## src/design/sorted_array_table_top_defines.svh

```systemverilog
// Assertion macros for the sorted array table.
`ifndef SORTED_ARRAY_TABLE_TOP_DEFINES_SVH
`define SORTED_ARRAY_TABLE_TOP_DEFINES_SVH

`ifndef ASSERT_OFF
`define SAT_ASSERT(lbl, prop, msg) \
  lbl: assert property (@(posedge clk) disable iff (rst) prop) else $error(msg);
`define SAT_ASSERT_ALWAYS(lbl, prop, msg) \
  lbl: assert property (@(posedge clk) prop) else $error(msg);
`else
`define SAT_ASSERT(lbl, prop, msg)
`define SAT_ASSERT_ALWAYS(lbl, prop, msg)
`endif

`endif

```

## src/design/sat_pkg.sv

```systemverilog
// Shared types and constants for the sorted array table.
package sat_pkg;

  localparam int DEPTH  = 16;
  localparam int ADDR_W = $clog2(DEPTH);
  localparam int CNT_W  = $clog2(DEPTH + 1);
  localparam int KEY_W  = 32;
  localparam int CAP_W  = 5;

  localparam logic [1:0] REQ_INSERT = 2'd0;
  localparam logic [1:0] REQ_LOOKUP = 2'd1;
  localparam logic [1:0] REQ_REMOVE = 2'd2;

  localparam logic [1:0] STATUS_OK    = 2'd0;
  localparam logic [1:0] STATUS_FULL  = 2'd1;
  localparam logic [1:0] STATUS_RANGE = 2'd2;

  typedef enum logic [2:0] {
    ST_IDLE,
    ST_INS_RD,
    ST_INS_CMP,
    ST_RM_RD,
    ST_RM_WR,
    ST_LK_DONE
  } state_t;

  typedef struct packed {
    logic              we;
    logic [ADDR_W-1:0] waddr;
    logic [KEY_W-1:0]  wdata;
    logic [ADDR_W-1:0] raddr;
  } mem_req_t;

endpackage

```

## src/design/sat_store.sv

```systemverilog
// Key store: one write port and one registered read port.
module sat_store
  import sat_pkg::*;
(
  input  logic             clk,
  input  mem_req_t         mem_req,
  output logic [KEY_W-1:0] rdata
);

  logic [KEY_W-1:0] mem [DEPTH];

  always_ff @(posedge clk) begin
    if (mem_req.we) begin
      mem[mem_req.waddr] <= mem_req.wdata;
    end
    rdata <= mem[mem_req.raddr];
  end

endmodule

```

## src/design/sat_ctrl.sv

```systemverilog
// Request sequencer: one compare unit and a shift pass over the store.
module sat_ctrl
  import sat_pkg::*;
(
  input  logic              clk,
  input  logic              rst,
  input  logic              start,
  input  logic [1:0]        req_type,
  input  logic [KEY_W-1:0]  key,
  input  logic [ADDR_W-1:0] position,
  input  logic [CNT_W-1:0]  limit,
  input  logic [KEY_W-1:0]  mem_rdata,
  output mem_req_t          mem_req,
  output logic              busy,
  output logic              done,
  output logic [KEY_W-1:0]  read_key,
  output logic [1:0]        status,
  output logic [CNT_W-1:0]  entry_count
);

  state_t           state, state_next;
  logic [CNT_W-1:0] idx, idx_next;
  logic [CNT_W-1:0] count, count_next;
  logic [KEY_W-1:0] key_reg, key_reg_next;
  logic             done_next;
  logic [KEY_W-1:0] read_key_next;
  logic [1:0]       status_next;
  logic [CNT_W-1:0] idx_dec, idx_inc;
  logic             key_not_smaller;

  assign idx_dec = idx - CNT_W'(1);
  assign idx_inc = idx + CNT_W'(1);
  // The single comparator: does the stored key sit at or above the new key?
  assign key_not_smaller = (mem_rdata >= key_reg);

  always_comb begin
    state_next = state;
    case (state)
      ST_IDLE: begin
        if (start) begin
          case (req_type)
            REQ_INSERT: if (count < limit) state_next = ST_INS_RD;
            REQ_LOOKUP: if (CNT_W'(position) < count) state_next = ST_LK_DONE;
            REQ_REMOVE: if (CNT_W'(position) < count) state_next = ST_RM_RD;
            default:    state_next = ST_IDLE;
          endcase
        end
      end
      ST_INS_RD:  state_next = (idx == '0) ? ST_IDLE : ST_INS_CMP;
      ST_INS_CMP: state_next = key_not_smaller ? ST_INS_RD : ST_IDLE;
      ST_RM_RD:   state_next = (idx_inc >= count) ? ST_IDLE : ST_RM_WR;
      ST_RM_WR:   state_next = ST_RM_RD;
      ST_LK_DONE: state_next = ST_IDLE;
      default:    state_next = ST_IDLE;
    endcase
  end

  always_comb begin
    idx_next      = idx;
    count_next    = count;
    key_reg_next  = key_reg;
    done_next     = 1'b0;
    read_key_next = '0;
    status_next   = STATUS_OK;
    mem_req.we    = 1'b0;
    mem_req.waddr = idx[ADDR_W-1:0];
    mem_req.wdata = key_reg;
    mem_req.raddr = position;
    case (state)
      ST_IDLE: begin
        if (start) begin
          key_reg_next = key;
          case (req_type)
            REQ_INSERT: begin
              if (count < limit) begin
                idx_next = count;
              end else begin
                done_next   = 1'b1;
                status_next = STATUS_FULL;
              end
            end
            REQ_LOOKUP: begin
              // The read of the requested entry is already under way.
              if (CNT_W'(position) >= count) begin
                done_next   = 1'b1;
                status_next = STATUS_RANGE;
              end
            end
            REQ_REMOVE: begin
              if (CNT_W'(position) < count) begin
                idx_next = CNT_W'(position);
              end else begin
                done_next   = 1'b1;
                status_next = STATUS_RANGE;
              end
            end
            default: done_next = 1'b1;
          endcase
        end
      end
      ST_INS_RD: begin
        mem_req.raddr = idx_dec[ADDR_W-1:0];
        if (idx == '0) begin
          mem_req.we = 1'b1;
          count_next = count + CNT_W'(1);
          done_next  = 1'b1;
        end
      end
      ST_INS_CMP: begin
        mem_req.we = 1'b1;
        if (key_not_smaller) begin
          mem_req.wdata = mem_rdata;
          idx_next      = idx_dec;
        end else begin
          count_next = count + CNT_W'(1);
          done_next  = 1'b1;
        end
      end
      ST_RM_RD: begin
        mem_req.raddr = idx_inc[ADDR_W-1:0];
        if (idx_inc >= count) begin
          count_next = count - CNT_W'(1);
          done_next  = 1'b1;
        end
      end
      ST_RM_WR: begin
        mem_req.we    = 1'b1;
        mem_req.wdata = mem_rdata;
        idx_next      = idx_inc;
      end
      ST_LK_DONE: begin
        done_next     = 1'b1;
        read_key_next = mem_rdata;
      end
      default: begin
        done_next = 1'b0;
      end
    endcase
  end

  always_ff @(posedge clk) begin
    if (rst) begin
      state <= ST_IDLE;
      count <= '0;
      done  <= 1'b0;
    end else begin
      state <= state_next;
      count <= count_next;
      done  <= done_next;
    end
  end

  always_ff @(posedge clk) begin
    idx         <= idx_next;
    key_reg     <= key_reg_next;
    read_key    <= read_key_next;
    status      <= status_next;
    entry_count <= count_next;
  end

  assign busy = (state != ST_IDLE);

endmodule

```

## src/design/sorted_array_table_top.sv

```systemverilog
// Top level of the sorted array table: capacity register, sequencer and store.
//
// Keeps up to sixteen 32-bit keys in ascending unsigned order. A request is
// taken when start is high and busy is low; req_type selects insert, lookup
// by position or remove by position. Each request gives one result on
// read_key, status and entry_count, marked by done for a single cycle; the
// receiver cannot hold it off, so it must take it in that cycle.
// A full table, an out-of-range position or an unused request type is
// answered straight from idle; a lookup takes the key read at acceptance;
// a remove or an insert shifts entries through the store's single registered
// read port, so each entry moved costs one read and one write.
// busy is high while the sequencer steps through a request and drops in the
// cycle that done is shown, so the next request may be taken then; requests
// answered straight from idle never raise busy.
// The capacity register is written through cfg_valid / capacity; cfg_ready
// is always high. Writes are to be made only while no request is in flight:
// the user must keep to this, as the block itself does not enforce it.
// Reset empties the table and sets the capacity to sixteen; the store
// contents are left as they are and only entries below the count are read.
`include "sorted_array_table_top_defines.svh"

module sorted_array_table_top
  import sat_pkg::*;
(
  input  logic              clk,
  input  logic              rst,
  input  logic              start,
  output logic              busy,
  input  logic [1:0]        req_type,
  input  logic [KEY_W-1:0]  key,
  input  logic [ADDR_W-1:0] position,
  output logic              done,
  output logic [KEY_W-1:0]  read_key,
  output logic [1:0]        status,
  output logic [CNT_W-1:0]  entry_count,
  input  logic              cfg_valid,
  output logic              cfg_ready,
  input  logic [CAP_W-1:0]  capacity
);

  logic [CAP_W-1:0] table_capacity;
  logic [CNT_W-1:0] limit;
  mem_req_t         mem_req;
  logic [KEY_W-1:0] mem_rdata;
  logic             full_reported;

  assign cfg_ready = 1'b1;

  always_ff @(posedge clk) begin
    if (rst) begin
      table_capacity <= CAP_W'(16);
    end else if (cfg_valid && cfg_ready) begin
      table_capacity <= capacity;
    end
  end

  // The limit in force is the smaller of the capacity and the store depth.
  assign limit = (32'(table_capacity) < DEPTH) ? CNT_W'(table_capacity) : CNT_W'(DEPTH);

  sat_ctrl u_ctrl (
    .clk         (clk),
    .rst         (rst),
    .start       (start && !busy),
    .req_type    (req_type),
    .key         (key),
    .position    (position),
    .limit       (limit),
    .mem_rdata   (mem_rdata),
    .mem_req     (mem_req),
    .busy        (busy),
    .done        (done),
    .read_key    (read_key),
    .status      (status),
    .entry_count (entry_count)
  );

  sat_store u_store (
    .clk     (clk),
    .mem_req (mem_req),
    .rdata   (mem_rdata)
  );

  assign full_reported = done && (status == STATUS_FULL);

  `SAT_ASSERT(a_accept_progress, (start && !busy) |=> (busy || done), "request lost")
  `SAT_ASSERT_ALWAYS(a_done_idle, done |-> !busy, "result shown while busy")
  `SAT_ASSERT(a_count_bound, done |-> (32'(entry_count) <= DEPTH), "count beyond depth")
  `SAT_ASSERT(a_full_no_change, full_reported |-> (entry_count >= limit), "full below limit")

endmodule

```

## config.mk

```make
export PLATFORM = sky130hd
export DESIGN_NAME = sorted_array_table_top
export DESIGN_NICKNAME = d
export VERILOG_FILES = /design/src/design/sat_pkg.sv /design/src/design/sat_store.sv /design/src/design/sat_ctrl.sv /design/src/design/sorted_array_table_top.sv
export VERILOG_INCLUDE_DIRS = /design/src /design/src/design
export SDC_FILE = /design/constraint.sdc
export NUM_CORES = 1
export LEC_CHECK = 0
export BUFFER_PORTS_ARGS = -buffer_cell sky130_fd_sc_hd__buf_2
export CORE_MARGIN = 2
export CORE_UTILIZATION = 45
export CTS_CLUSTER_DIAMETER = 60
export DETAILED_ROUTE_END_ITERATION = 7
export GPL_TIMING_DRIVEN = 0
export MAX_ROUTING_LAYER = met4
export PLACE_DENSITY = 0.69
export SLEW_MARGIN = 10
export SYNTH_ARGS = -nofsm -noshare
export SYNTH_HDL_FRONTEND = slang
export SYNTH_SLANG_ARGS = --single-unit
```

## constraint.sdc

```tcl
create_clock -name clk -period 4.54 [get_ports clk]
set_input_delay 0.681 -clock clk [delete_from_list [all_inputs] [get_ports clk]]
set_output_delay 0.681 -clock clk [all_outputs]
set_load 0.02 [all_outputs]
```

==> results.rst <==
.. list-table::
   :header-rows: 1

   * - Metric
     - Value
   * - Met2 track demand over resource in global routing
     - 33.60%
   * - CTS hold repair buffers
     - 0
   * - Worst Path Buf+Inv
     - 2
   * - Crit share post-route
     - between 80 and 90%
   * - Slowest stage delay, CP
     - around 670 ps
   * - Top-level port count
     - between 80 and 90
   * - Syn-to-layout area delta
     - 16.69%
   * - DRC marker count from the first detailed-route iteration
     - between 1000 and 1500
   * - Number of gates resized after cts
     - 0
   * - Pre-CTS setup slack
     - ~500 ps
   * - Site row count
     - 86
   * - Required time reported for the critical path endpoint
     - about 4800 ps
   * - Insertion delay of the later-clocked pin in the worst-skew pair
     - ~620 ps
   * - Number of cells after detailed placement
     - 2271
   * - Leading cell type in the layout, fill and taps excluded
     - edfxtp_1
   * - Total routing resource utilization after global routing
     - a little over a fifth
   * - Final Core Density
     - between 50 and 60%
   * - Cell with the largest stage delay on the worst path
     - a22oi_1
   * - Crit. End Element
     - register
   * - Clock transition time at the flip-flop clock pins of the worst setup and hold paths
     - roughly 60 ps
   * - Met1 demand-to-capacity share in global routing
     - between 20 and 30%
   * - Router iterations before antenna repair
     - 7
   * - Antenna violation net count after detailed routing
     - 0
   * - Number of buffers added by the clock tree synthesis step
     - 66
   * - Number of post-CTS setup repair buffers
     - 0
   * - Largest voltage drop on the vdd net
     - 273.6 µV
   * - Synth async-reset ratio
     - 0%
   * - Number of flip-flops in the largest register
     - approximately 510
   * - Slew of the pin with the lowest slew margin
     - 1139 ps
   * - Weighted congestion at the end of routability-driven global placement
     - between 0.8 and 0.9
   * - Antenna violations before repair
     - 1
   * - Pin count of the biggest net entering global routing
     - 21
   * - Average wire per standard cell
     - 24.71 µm
   * - Die ar.
     - 0.05781 mm²
   * - Total overflow reported by the global router
     - 0
   * - Global route hottest layer
     - met2
   * - Drc violations
     - 0
   * - Unrepaired setup endpoints after global routing
     - no
   * - Ratio of cells with drive above 1 in the final layout
     - about a quarter
   * - Number of max-cap violations
     - 0
   * - Sum of negative setup slack
     - 0 ps
   * - Leakage power total
     - between 10 and 15 nW
   * - Number of port buffers
     - 85
   * - Arrival time at the worst endpoint
     - ~4300 ps
   * - Number of H-tree levels
     - 3
   * - Number of distinct library cell variants in the gate-level netlist after synthesis
     - 58
   * - Final number of max-transition violations
     - 0
   * - Total setup violations reported at the end of the flow
     - 0
   * - Count of flip-flops with a built-in enable after synthesis
     - approximately 550
   * - Register with the most flip-flops
     - u_store.mem
   * - Maximum operating frequency
     - ~250 MHz
   * - Clock tree from TritonCTS
     - built
   * - Main flop type after synthesis
     - edfxtp_1
   * - Horizontal extent of the die
     - 240.4 µm
   * - Starting density of the core
     - a little under half
   * - Max transition margin
     - between 20% and 30%
   * - Cell family contributing the most delay on the critical path
     - compound AO/OA/AOI/OAI gates
   * - Average vias per placed instance
     - ~5.7
   * - Number of global-route vias before repair
     - approximately 14000
   * - CTS root buffer
     - clkbuf_16
   * - Global-route wire length before repair
     - just under 90000 µm
   * - Final critical delay including setup and external delays
     - 4046 ps
   * - Fin cells
     - around 2400
   * - Critical path peak fanout
     - 16
   * - Worst setup path category
     - reg2reg
   * - Fin Hold WS
     - between 200 and 250 ps
   * - Class of the most critical hold timing path
     - in2reg
   * - Synthesized netlist cell count
     - 1411
   * - Power density over the cells
     - ~490 mW/mm²
   * - HPWL after detailed placement
     - between 30000 and 40000 µm
   * - Average cell area after synthesis
     - between 15 and 20 µm²
   * - Clock sink count
     - 634
   * - Final antenna diode count
     - 0
   * - Met3 Track Usage GR
     - 3.272%
   * - Deepest clock path buffer count
     - 3
   * - Detailed-route via count
     - around 14000
   * - Kind of start point of the critical path
     - register
   * - Number of synthesized register bits
     - 634
   * - Yosys warnings
     - 0
   * - Run status
     - finished, final reports clean
   * - Critical path, cell by cell
     - inv_1 -> ha_1 -> a21oi_1 -> o21ai_0 -> a22oi_1 -> nand3_1 -> o21ai_4 -> buf_6 -> nand2_1 -> o21ai_1
   * - Most used cells in the layout excluding fill and tap cells
     - 549 x edfxtp_1, 128 x mux4_2, 104 x nand2_1
   * - Clock Skews
     - ~35 ps
   * - Sequential-to-total area share from yosys stat
     - between 70% and 80%
   * - Core area
     - 0.05520 mm²
   * - Chip height
     - between 200 and 250 µm
   * - Cell area after synthesis
     - around 0.025 mm²
   * - Routed wire length
     - about 60000 µm
   * - Hold Violations, Final
     - 0
   * - Worst setup margin
     - 493.8 ps
   * - Synthesized net count
     - ~1500
   * - Number of nets in the layout
     - between 1500 and 2000
==> worst paths after layout <==
check	startpoint	to	slack (ps)	cells past startpoint
hold reg to reg	u_store.rdata[5]	u_ctrl.read_key[5]	470	1
setup reg to reg	u_ctrl.key_reg[19]	u_store.mem[0][0]	490	10
setup / recovery	u_ctrl.key_reg[19]	u_store.mem[0][0]	490	10
hold / removal	key[19]	u_ctrl.key_reg[19]	240	1
==> per-layer routing <==
metal	vias up	part of all wire, %
met5	-	0
met4	0	2.8
met3	101	7.2
met2	565	48
met1	7010	42
li1	5910	-
==> synthesized netlist by cell type (2+ instances only) <==
master	n	area (µm²)
nand2b_1	4	25.02
nor2_1	43	161.4
nand2_1	104	390.4
mux2i_1	5	50.05
dfxtp_1	85	1702
o21ai_0	11	55.05
a311oi_1	2	17.52
nor3_1	16	80.08
ha_1	51	638.1
buf_1	4	15.01
mux4_2	128	2883
a211oi_1	35	262.8
inv_1	51	191.4
xnor2_1	6	52.55
mux2_2	4	45.04
xor2_1	3	26.28
nand4_1	10	62.56
mux2_1	27	304.0
and2_1	66	412.9
a31oi_1	37	231.5
o21ai_1	5	25.02
o21a_1	5	37.54
a221oi_1	3	26.28
a21o_1	4	30.03
nand3_1	10	50.05
buf_2	18	90.09
nor2b_1	3	18.77
a21oi_1	48	240.2
edfxtp_1	549	16490
a31o_2	3	26.28
o211a_1	2	20.02
clkbuf_1	29	108.9
buf_4	12	90.09
buf_6	4	45.04
==> report_power, final <==
part           internal (mW)  switching (mW)  total, mW
registers               6.80           0.141       6.94
clock network           3.09            2.23       5.32
logic                  0.830            1.39       2.22
total                   10.7            3.76       14.5
==> logic make-up after synthesis <==
logic type / Yosys count / synth area share [%]
compound gates: 168 / 4.536
buf+inv: 118 / 2.148
other cells: 1 / 0.01491
simple gates: 266 / 5.113
xor+xnor: 9 / 0.3133
fa+ha+maj: 51 / 2.536
flops: 634 / 72.29
mux: 164 / 13.05
==> per-stage QoR <==
step	total power, mW	instance area (µm²)
CTS	14.57	29350
global placement	9.182	26530
floorplan	8.497	25170
detailed placement	9.286	27210
global route	15.02	29360
finish	14.48	29360
==> final cells by class <==
cell class,instances,area [µm²]
well taps,748,935.9
clock inverters,33,324.1
inverters,51,191.4
repair buffers,112,960.9
plain buffers,67,349.1
fillers,4318,25840
clock buffers,87,1823
multi-input cells,659,6585
flip-flops and latches,634,18190
Power figures use the tool's default switching activity.
